## src/owcm_pkg.sv

```systemverilog
// shared types, constants and arithmetic helpers for the omni wheel command mixer
package owcm_pkg;

  // configuration register index (byte address bit 2)
  typedef enum logic {
    REG_DEAD_ZONE   = 1'b0,
    REG_MOTOR_LIMIT = 1'b1
  } reg_idx_e;

  // turn code on the result channel
  typedef enum logic [1:0] {
    TURN_NONE  = 2'd0,
    TURN_RIGHT = 2'd1,
    TURN_LEFT  = 2'd2
  } turn_e;

  // which comma-separated token is being parsed
  typedef enum logic [1:0] {
    FN_X    = 2'd0,
    FN_Y    = 2'd1,
    FN_REST = 2'd2,
    FN_END  = 2'd3
  } field_num_e;

  // progress inside the current token
  typedef enum logic [1:0] {
    PH_START  = 2'd0,
    PH_BLANK  = 2'd1,
    PH_DIGITS = 2'd2,
    PH_DONE   = 2'd3
  } field_phase_e;

  // character codes
  localparam logic [7:0] CH_NUL     = 8'd0;
  localparam logic [7:0] CH_TAB     = 8'd9;
  localparam logic [7:0] CH_NEWLINE = 8'd10;
  localparam logic [7:0] CH_CR      = 8'd13;
  localparam logic [7:0] CH_SPACE   = 8'd32;
  localparam logic [7:0] CH_PLUS    = 8'h2B;
  localparam logic [7:0] CH_COMMA   = 8'h2C;
  localparam logic [7:0] CH_MINUS   = 8'h2D;
  localparam logic [7:0] CH_ZERO    = 8'h30;
  localparam logic [7:0] CH_NINE    = 8'h39;
  localparam logic [7:0] CH_R       = 8'h52;
  localparam logic [7:0] CH_L       = 8'h4C;

  // reset values of the configuration registers
  localparam logic [14:0] DEAD_ZONE_RST   = 15'd20;
  localparam logic [14:0] MOTOR_LIMIT_RST = 15'd15000;

  // 100*sin(45 deg) in Q16
  localparam logic [22:0] MIX_GAIN_Q16 = 23'd4634095;
  localparam logic signed [20:0] AXIS_SAT = 21'sd32767;

  // text length counter saturates here (only "exactly one" matters)
  localparam logic [1:0] TEXT_MANY = 2'd2;

  // white space as skipped before a token
  function automatic logic is_blank(logic [7:0] c);
    return (c == CH_SPACE) || (c >= CH_TAB && c <= CH_CR);
  endfunction

  // acc*10 +- digit, saturated to +-32767
  function automatic logic signed [15:0] digit_step(logic signed [15:0] acc,
                                                    logic [3:0] d, logic neg);
    logic signed [20:0] v;
    logic signed [20:0] dd;
    dd = $signed({17'd0, d});
    v  = $signed({{5{acc[15]}}, acc}) * 21'sd10;
    v  = neg ? v - dd : v + dd;
    if (v > AXIS_SAT) v = AXIS_SAT;
    if (v < -AXIS_SAT) v = -AXIS_SAT;
    return v[15:0];
  endfunction

  // trunc(sum*gain/65536) clamped to +-limit
  function automatic logic signed [15:0] mix_wheel(logic signed [16:0] sum,
                                                   logic [14:0] limit);
    logic signed [40:0] prod;
    logic signed [40:0] biased;
    logic signed [24:0] quo;
    logic signed [24:0] lim;
    prod   = $signed({{24{sum[16]}}, sum}) * $signed({18'd0, MIX_GAIN_Q16});
    // round toward zero for negative products
    biased = prod[40] ? prod + 41'sd65535 : prod;
    quo    = biased[40:16];
    lim    = $signed({10'd0, limit});
    if (quo > lim) quo = lim;
    if (quo < -lim) quo = -lim;
    return quo[15:0];
  endfunction

endpackage

```

## src/omni_wheel_command_mixer.sv

```systemverilog
// omni wheel command mixer: line parser, mix stage and result register
//
//   channel  | direction | handshake              | payload
//   ---------+-----------+------------------------+-----------------------------------
//   input    | in        | in_valid_i/in_stall_o  | char_in_i
//   result   | out       | out_valid_o/out_stall_i| wheel_one_o..wheel_four_o, turning_o
//   config   | in        | APB psel/penable       | paddr, pwdata, prdata
//
// one character is taken per cycle while in_stall_o is low; each character updates the line parser in that cycle
// a newline that ends a non-empty line passes through one mix register (sums, dead zone,
// turn code) and one result register (multiply, truncate, clamp)
// reset clears the line state and the pipeline and loads the register defaults
// a stalled result holds; input stalls only when both the mix and result stages are full and the result is stalled
module omni_wheel_command_mixer #(
  parameter int unsigned LINE_MAX = 15
) (
  input  logic              clk_i,
  input  logic              rst_ni,
  // character input
  input  logic              in_valid_i,
  output logic              in_stall_o,
  input  logic [7:0]        char_in_i,
  // wheel results
  output logic              out_valid_o,
  input  logic              out_stall_i,
  output logic signed [15:0] wheel_one_o,
  output logic signed [15:0] wheel_two_o,
  output logic signed [15:0] wheel_three_o,
  output logic signed [15:0] wheel_four_o,
  output logic [1:0]        turning_o,
  // configuration
  input  logic              psel,
  input  logic              penable,
  input  logic              pwrite,
  input  logic [2:0]        paddr,
  input  logic [31:0]       pwdata,
  output logic [31:0]       prdata,
  output logic              pready
);
  import owcm_pkg::*;

  localparam int unsigned LEN_W = $clog2(LINE_MAX + 1);

  // configuration registers
  logic [14:0] dead_zone_q, motor_limit_q;
  logic        cfg_wr;
  reg_idx_e    cfg_idx;

  // line parser state
  logic [LEN_W-1:0]  len_q, len_d;
  logic [1:0]        text_q, text_d;
  logic [7:0]        first_q, first_d;
  logic signed [15:0] x_q, x_d, y_q, y_d;
  field_num_e        fnum_q, fnum_d;
  field_phase_e      phase_q, phase_d;
  logic              neg_q, neg_d;

  // mix stage
  logic              mix_valid_q;
  turn_e             mix_turn_q;
  logic              mix_zero_q;
  logic signed [16:0] mix_sum_q [4];

  // result stage
  logic              out_valid_q;
  logic signed [15:0] wheel_q [4];
  turn_e             turn_q;

  // handshake
  logic in_fire, is_nl, line_done, mix_ready, res_ready;
  logic digit_ok, add_en;
  logic [3:0] digit_val;
  logic signed [15:0] acc_next;
  logic signed [16:0] x_ext, y_ext, dz_ext;
  logic in_dz;
  turn_e line_turn;

  assign res_ready  = !out_valid_q || !out_stall_i;
  assign mix_ready  = !mix_valid_q || res_ready;
  assign in_stall_o = !mix_ready;
  assign in_fire    = in_valid_i && mix_ready;
  assign is_nl      = (char_in_i == CH_NEWLINE);
  assign line_done  = in_fire && is_nl && (len_q != LEN_W'(0));

  // apb access
  assign pready  = 1'b1;
  assign cfg_idx = reg_idx_e'(paddr[2]);
  assign cfg_wr  = psel && penable && pwrite;

  always_comb begin
    unique case (cfg_idx)
      REG_DEAD_ZONE:   prdata = {17'd0, dead_zone_q};
      REG_MOTOR_LIMIT: prdata = {17'd0, motor_limit_q};
      default:         prdata = 32'd0;
    endcase
  end

  always_ff @(posedge clk_i or negedge rst_ni) begin
    if (!rst_ni) begin
      dead_zone_q   <= DEAD_ZONE_RST;
      motor_limit_q <= MOTOR_LIMIT_RST;
    end else if (cfg_wr) begin
      unique case (cfg_idx)
        REG_DEAD_ZONE:   dead_zone_q   <= pwdata[14:0];
        REG_MOTOR_LIMIT: motor_limit_q <= pwdata[14:0];
        default:         ;
      endcase
    end
  end

  // digit accumulate for the active token
  assign digit_ok  = (char_in_i >= CH_ZERO) && (char_in_i <= CH_NINE);
  assign digit_val = 4'(char_in_i - CH_ZERO);
  assign acc_next  = digit_step((fnum_q == FN_X) ? x_q : y_q, digit_val, neg_q);

  // line parser next state
  always_comb begin
    len_d   = len_q;
    text_d  = text_q;
    first_d = first_q;
    x_d     = x_q;
    y_d     = y_q;
    fnum_d  = fnum_q;
    phase_d = phase_q;
    neg_d   = neg_q;
    add_en  = 1'b0;
    if (in_fire) begin
      if (is_nl) begin
        len_d   = '0;
        text_d  = '0;
        first_d = '0;
        x_d     = '0;
        y_d     = '0;
        fnum_d  = FN_X;
        phase_d = PH_START;
        neg_d   = 1'b0;
      end else if (len_q < LEN_W'(LINE_MAX)) begin
        len_d = len_q + LEN_W'(1);
        if (len_q == LEN_W'(0)) first_d = char_in_i;
        if (fnum_q != FN_END) begin
          if (char_in_i == CH_NUL) begin
            // a zero byte ends the text
            fnum_d = FN_END;
          end else begin
            if (text_q != TEXT_MANY) text_d = text_q + 2'd1;
            if (char_in_i == CH_COMMA) begin
              if (phase_q != PH_START) begin
                if (fnum_q == FN_X) fnum_d = FN_Y;
                else if (fnum_q == FN_Y) fnum_d = FN_REST;
              end
              phase_d = PH_START;
              neg_d   = 1'b0;
            end else if (phase_q == PH_START || phase_q == PH_BLANK) begin
              phase_d = PH_BLANK;
              if (is_blank(char_in_i)) begin
                phase_d = PH_BLANK;
              end else if (char_in_i == CH_PLUS || char_in_i == CH_MINUS) begin
                neg_d   = (char_in_i == CH_MINUS);
                phase_d = PH_DIGITS;
              end else if (digit_ok) begin
                phase_d = PH_DIGITS;
                add_en  = 1'b1;
              end else begin
                phase_d = PH_DONE;
              end
            end else if (phase_q == PH_DIGITS) begin
              if (digit_ok) add_en = 1'b1;
              else phase_d = PH_DONE;
            end
          end
        end
      end
    end
    if (add_en) begin
      if (fnum_q == FN_X) x_d = acc_next;
      else if (fnum_q == FN_Y) y_d = acc_next;
    end
  end

  always_ff @(posedge clk_i or negedge rst_ni) begin
    if (!rst_ni) begin
      len_q   <= '0;
      text_q  <= '0;
      first_q <= '0;
      x_q     <= '0;
      y_q     <= '0;
      fnum_q  <= FN_X;
      phase_q <= PH_START;
      neg_q   <= 1'b0;
    end else begin
      len_q   <= len_d;
      text_q  <= text_d;
      first_q <= first_d;
      x_q     <= x_d;
      y_q     <= y_d;
      fnum_q  <= fnum_d;
      phase_q <= phase_d;
      neg_q   <= neg_d;
    end
  end

  // line classification at newline
  assign x_ext  = {x_q[15], x_q};
  assign y_ext  = {y_q[15], y_q};
  assign dz_ext = $signed({2'b00, dead_zone_q});
  assign in_dz  = (x_ext < dz_ext) && (x_ext > -dz_ext) &&
                  (y_ext < dz_ext) && (y_ext > -dz_ext);

  always_comb begin
    line_turn = TURN_NONE;
    if (text_q == 2'd1) begin
      if (first_q == CH_R) line_turn = TURN_RIGHT;
      else if (first_q == CH_L) line_turn = TURN_LEFT;
    end
  end

  // mix stage control
  always_ff @(posedge clk_i or negedge rst_ni) begin
    if (!rst_ni) begin
      mix_valid_q <= 1'b0;
    end else if (line_done) begin
      mix_valid_q <= 1'b1;
    end else if (res_ready) begin
      mix_valid_q <= 1'b0;
    end
  end

  // mix stage payload: wheel sums and line kind
  always_ff @(posedge clk_i) begin
    if (line_done) begin
      mix_turn_q   <= line_turn;
      mix_zero_q   <= in_dz;
      mix_sum_q[0] <= x_ext - y_ext;
      mix_sum_q[1] <= -x_ext - y_ext;
      mix_sum_q[2] <= -x_ext + y_ext;
      mix_sum_q[3] <= x_ext + y_ext;
    end
  end

  // result stage control
  always_ff @(posedge clk_i or negedge rst_ni) begin
    if (!rst_ni) begin
      out_valid_q <= 1'b0;
    end else if (res_ready) begin
      out_valid_q <= mix_valid_q;
    end
  end

  // result stage payload: +limit or -limit for turns, zero in the dead zone, else gain, truncate, clamp
  always_ff @(posedge clk_i) begin
    if (res_ready && mix_valid_q) begin
      turn_q <= mix_turn_q;
      for (int i = 0; i < 4; i++) begin
        case (mix_turn_q)
          TURN_RIGHT: wheel_q[i] <= $signed({1'b0, motor_limit_q});
          TURN_LEFT:  wheel_q[i] <= -$signed({1'b0, motor_limit_q});
          default: begin
            if (mix_zero_q) wheel_q[i] <= '0;
            else wheel_q[i] <= mix_wheel(mix_sum_q[i], motor_limit_q);
          end
        endcase
      end
    end
  end

  assign out_valid_o   = out_valid_q;
  assign wheel_one_o   = wheel_q[0];
  assign wheel_two_o   = wheel_q[1];
  assign wheel_three_o = wheel_q[2];
  assign wheel_four_o  = wheel_q[3];
  assign turning_o     = turn_q;

  // line length never passes the line limit
  a_len_bound: assert property (@(posedge clk_i) disable iff (!rst_ni)
    len_q <= LEN_W'(LINE_MAX))
    else $error("line length above limit");

  // input stalls only behind a full, stalled pipeline
  a_stall_cause: assert property (@(posedge clk_i) disable iff (!rst_ni)
    in_stall_o |-> (mix_valid_q && out_valid_q && out_stall_i))
    else $error("input stalled with room in pipeline");

  // right turn results drive wheels one and four at the limit
  a_turn_right: assert property (@(posedge clk_i) disable iff (!rst_ni)
    (out_valid_o && turning_o == TURN_RIGHT) |->
      (wheel_one_o == $signed({1'b0, motor_limit_q}) && wheel_four_o == wheel_one_o))
    else $error("right turn wheel value wrong");

  // results with no turn keep wheel two inside the limit
  a_mix_clamp: assert property (@(posedge clk_i) disable iff (!rst_ni)
    (out_valid_o && turning_o == TURN_NONE) |->
      (wheel_two_o <= $signed({1'b0, motor_limit_q}) &&
       wheel_two_o >= -$signed({1'b0, motor_limit_q})))
    else $error("mixed wheel outside limit");

endmodule

```

## config.mk

```make
export PLATFORM = sky130hd
export DESIGN_NAME = omni_wheel_command_mixer
export DESIGN_NICKNAME = d
export VERILOG_FILES = /design/src/owcm_pkg.sv /design/src/omni_wheel_command_mixer.sv
export SDC_FILE = /design/constraint.sdc
export NUM_CORES = 2
export LEC_CHECK = 0
export BUFFER_PORTS_ARGS = -buffer_cell sky130_fd_sc_hd__clkbuf_2
export CAP_MARGIN = 25
export CELL_PAD_IN_SITES_DETAIL_PLACEMENT = 0
export CELL_PAD_IN_SITES_GLOBAL_PLACEMENT = 1
export CORE_MARGIN = 2
export CORE_UTILIZATION = 30
export CTS_CLUSTER_SIZE = 25
export DETAILED_ROUTE_END_ITERATION = 16
export MAX_ROUTING_LAYER = met4
export PLACE_DENSITY_LB_ADDON = 0.1
export SLEW_MARGIN = 20
export SYNTH_ARGS = -nofsm -noshare
export SYNTH_HDL_FRONTEND = slang
export SYNTH_SLANG_ARGS = --single-unit
```

## constraint.sdc

```tcl
create_clock -name clk_i -period 23.4 [get_ports clk_i]
set_clock_uncertainty 0.15 [all_clocks]
set_input_delay 1.17 -clock clk_i [delete_from_list [all_inputs] [get_ports clk_i]]
set_output_delay 1.17 -clock clk_i [all_outputs]
set_load 0.02 [all_outputs]
```

==> metrics.md <==
| Metric | Value |
|---|---|
| Outcome | complete, no violations |
| Total routed wirelength | 197200 um |
| Num CTS Buffers | 29 |
| Vias in the first global route | around 44k |
| Die area | approximately 180000 um^2 |
| Yosys reg bits | between 200 and 250 |
| Avg Cell Area, Syn | a little under 9 um^2 |
| Area of the multi-input gates | between 40000 and 50000 um^2 |
| Max clock buf depth | 3 |
| CP top delay family | compound AO/OA/AOI/OAI gates |
| First-pass GRT wire length | slightly below 300000 um |
| CTS clk-pin slew, worst paths | approximately 0.060 ns |
| Register area share after synthesis | 0.1145 |
| Critical Path Source | mix_sum_q[2][5] |
| Vias | ~42k |
| Hold Crit Class | input port to asynchronous set/reset pin |
| CTS resizes | 0 |
| Fraction of layout cells with a size suffix above 1 | 0.06784 |
| Final Wtd Congestion | ~0.94 |
| CTS hold repair buffers | 0 |
| Vias/cell | 5.039 |
| Final net count | between 7k and 8k |
| Fin. max-slew vios | 0 |
| Largest stage delay on the critical path | slightly above 0.7 ns |
| Worst Max-Slew Pin Slew | 1.289 ns |
| Drc violations | 0 |
| FF+latch area | between 6000 and 7000 um^2 |
| TNS Setup | 0 ns |
| GR Overflow Total | 0 |
| Area leader, netlist | fa_1 |
| Detailed Place HPWL | 170500 um |
| Crit path DAT | 15.29 ns |
| Fmax | between 60 and 70 MHz |
| Die Height | between 400 and 500 um |
| Row cnt | 154 |
| Netlist cell types | approximately 110 |
| Starting Density | 0.3025 |
| Peak VDD IR | 0.06878 mV |
| Post-route clock period utilization | 0.6417 |
| Critical R2R Launch | mix_sum_q[2][5] |
| Final Hold Violating Endpoints | 0 |
| Number of synthesized flops with an enable pin | around 130 |
| Die W | around 430 um |
| CTS H-tree lvls | 1 |
| I/O Pins | 151 |
| Mapped cell area | roughly 53000 um^2 |
| Register-to-register setup slack | 8.38 ns |
| Reg2reg end | wheel_q[2][4] |
| Critical Path Most Common Cell | a21o_1 |
| Post-layout util | 0.3269 |
| Crit-path max FO | 15 |
| Ys flop type | edfxtp_1 |
| Iter 0 DRT Violations | 2304 |
| Synth warn | 0 |
| CTS sink count | ~220 |
| TritonCTS clock tree | yes |
| Critical setup path kind | register to register |
| Fillcell total | 18.77k |
| Pwr dens | about 34 nW/um^2 |
| Initial antenna violation count | 4 |
| Tmin final | ~15 ns |
| Worst skew pair latency | 0.65 ns |
| Clock Tree Root | clkbuf_16 |
| Final ANT Viol Nets | 0 |
| Synth Instances | between 5k and 6k |
| Setup Fix Bufs, Post-CTS | 0 |
| Commonest cells after routing, fill and taps aside | 1065 x inv_1, 917 x ha_1, 607 x fa_1 |
| Area grow syn2layout | 8.077% |
| Critical Path Source Type | register |
| Largest net degree at the start of global routing | ~60 |
| PortBufs | about 110 |
| Rel. slew slack | 0.1344 |
| Synth area leaders | fa_1 23%, ha_1 21%, edfxtp_1 7.5%, inv_1 7.5%, dfrtp_1 3.5% |
| WP buf/inv | 7 |
| Share of the synthesized area in the top cell type | 0.2276 |
| P_leak | 27.95 nW |
| GRT Util Overall | 0.2226 |
| Pre-antenna DRT Iters | 8 |
| Setup-failing EPs final | 0 |
| RSZ-0062 raised after global routing | no |
| Core area | between 150000 and 200000 um^2 |
| Synth async-reset ratio | 0.3825 |
| Crit. End Element | register |
| MaxCap Viol Count | 0 |
| WP data required | 23.67 ns |
| DR WL/cell | ~23 um |
| Slowest CP cell | fa_1 |
| Worst reg2reg path depth | 52 |
| Most common cell after layout, fill and taps aside | inv_1 |
==> worst max path at each step <==
stage | cells after the start | to | slack, ns
after global placement | 51 | wheel_q[2][12] | 8.34
after global routing | 52 | wheel_q[2][4] | 7.39
after CTS | 51 | wheel_q[2][3] | 8.28
after floorplan | 52 | wheel_q[2][14] | 10.96
final | 52 | wheel_q[2][4] | 8.38
after detailed placement | 51 | wheel_q[2][3] | 8.37
==> layer usage <==
layer	part of all wire	vias up	GRT usage
met5	0	-	-
met4	0.027	0	0.05271
met3	0.029	203	0.01467
met2	0.49	781	0.3765
met1	0.46	20720	0.2900
li1	-	20620	-
==> power breakdown <==
group | leakage [nW] | internal, W | total (W) | switching, W
logic | 25.1 | 0.000350 | 0.000987 | 0.000638
clock network | 0.507 | 0.000287 | 0.000496 | 0.000209
registers | 2.30 | 0.000445 | 0.000480 | 0.0000342
total | 27.9 | 0.00108 | 0.00196 | 0.000881
==> per-stage QoR <==
step                setup slack (ns)  area (um^2)  std cells  total power [W]  hold slack (ns)
floorplan                      10.96        53440       6000         0.001093           0.3008
CTS                            8.283        57680       8397         0.001978           0.1252
global route                   7.394        57690       8398         0.002082           0.1348
global placement               8.345        56610       8341         0.001468           0.3384
detailed placement             8.372        56640       8343         0.001466           0.3460
finish                         8.383        57700       8400         0.001963           0.1645
==> final cells by class <==
class	count	share of cell area
Clock inverter	24	0.005357
Clock buffer	30	0.01264
Timing Repair Buffer	159	0.01600
Multi-Input combinational cell	4563	0.7399
Sequential cell	217	0.1059
Inverter	1065	0.06929
Antenna cell	2	0.00008675
Tap cell	2340	0.05075
==> Yosys cell counts (10+ instances only) <==
| master | n |
|---|---|
| and2_1 | 40 |
| ha_1 | 917 |
| or3_1 | 35 |
| nor4b_1 | 10 |
| a221oi_1 | 14 |
| o21ai_1 | 13 |
| and3_1 | 57 |
| or4_1 | 13 |
| nand2_1 | 350 |
| nand2b_1 | 56 |
| a21o_1 | 115 |
| xnor2_1 | 205 |
| o21ai_0 | 313 |
| buf_2 | 23 |
| nor2b_1 | 56 |
| o211ai_1 | 41 |
| o31a_1 | 12 |
| a31o_2 | 37 |
| o22ai_1 | 13 |
| and4_1 | 22 |
| a211o_1 | 11 |
| o31ai_1 | 33 |
| nor3_1 | 98 |
| o221ai_1 | 10 |
| buf_4 | 19 |
| nand4_1 | 105 |
| a21oi_1 | 272 |
| nor4_1 | 46 |
| a21boi_0 | 23 |
| xor2_1 | 107 |
| clkbuf_1 | 109 |
| a211oi_1 | 38 |
| mux2i_1 | 13 |
| nand3_1 | 127 |
| nor2_1 | 298 |
| o21bai_1 | 35 |
| inv_1 | 1065 |
| dfrtp_1 | 74 |
| or2_2 | 25 |
| fa_1 | 607 |
| a31oi_1 | 34 |
| o21a_1 | 68 |
| mux2_2 | 82 |
| a311oi_1 | 10 |
| edfxtp_1 | 134 |
==> registers in the layout (all words and copies together) (netlist names) <==
register and cells:
text_q 2, mix_sum_q 65, mix_turn_q 2, mix_zero_q 1, out_valid_o 1, fnum_q 2, x_q 16, neg_q 1
dead_zone_q 15, mix_valid_q 1, motor_limit_q 15, len_q 4, first_q 8, phase_q 2, y_q 16, wheel_q 64
turning_o 2
==> logic make-up after synthesis <==
kind of cell               after synthesis  synth area share
and+or+nand+nor                       1391            0.1328
buffers and inverters                 1220           0.08784
muxes                                  102           0.02149
adders and majority gates             1524            0.4426
xor gates and xnor gates               312           0.05119
DFF                                    217            0.1145
AOI/OAI and AO/OA                     1216            0.1495
other                                    2         0.0001407
(Power assumes the default switching activity.)
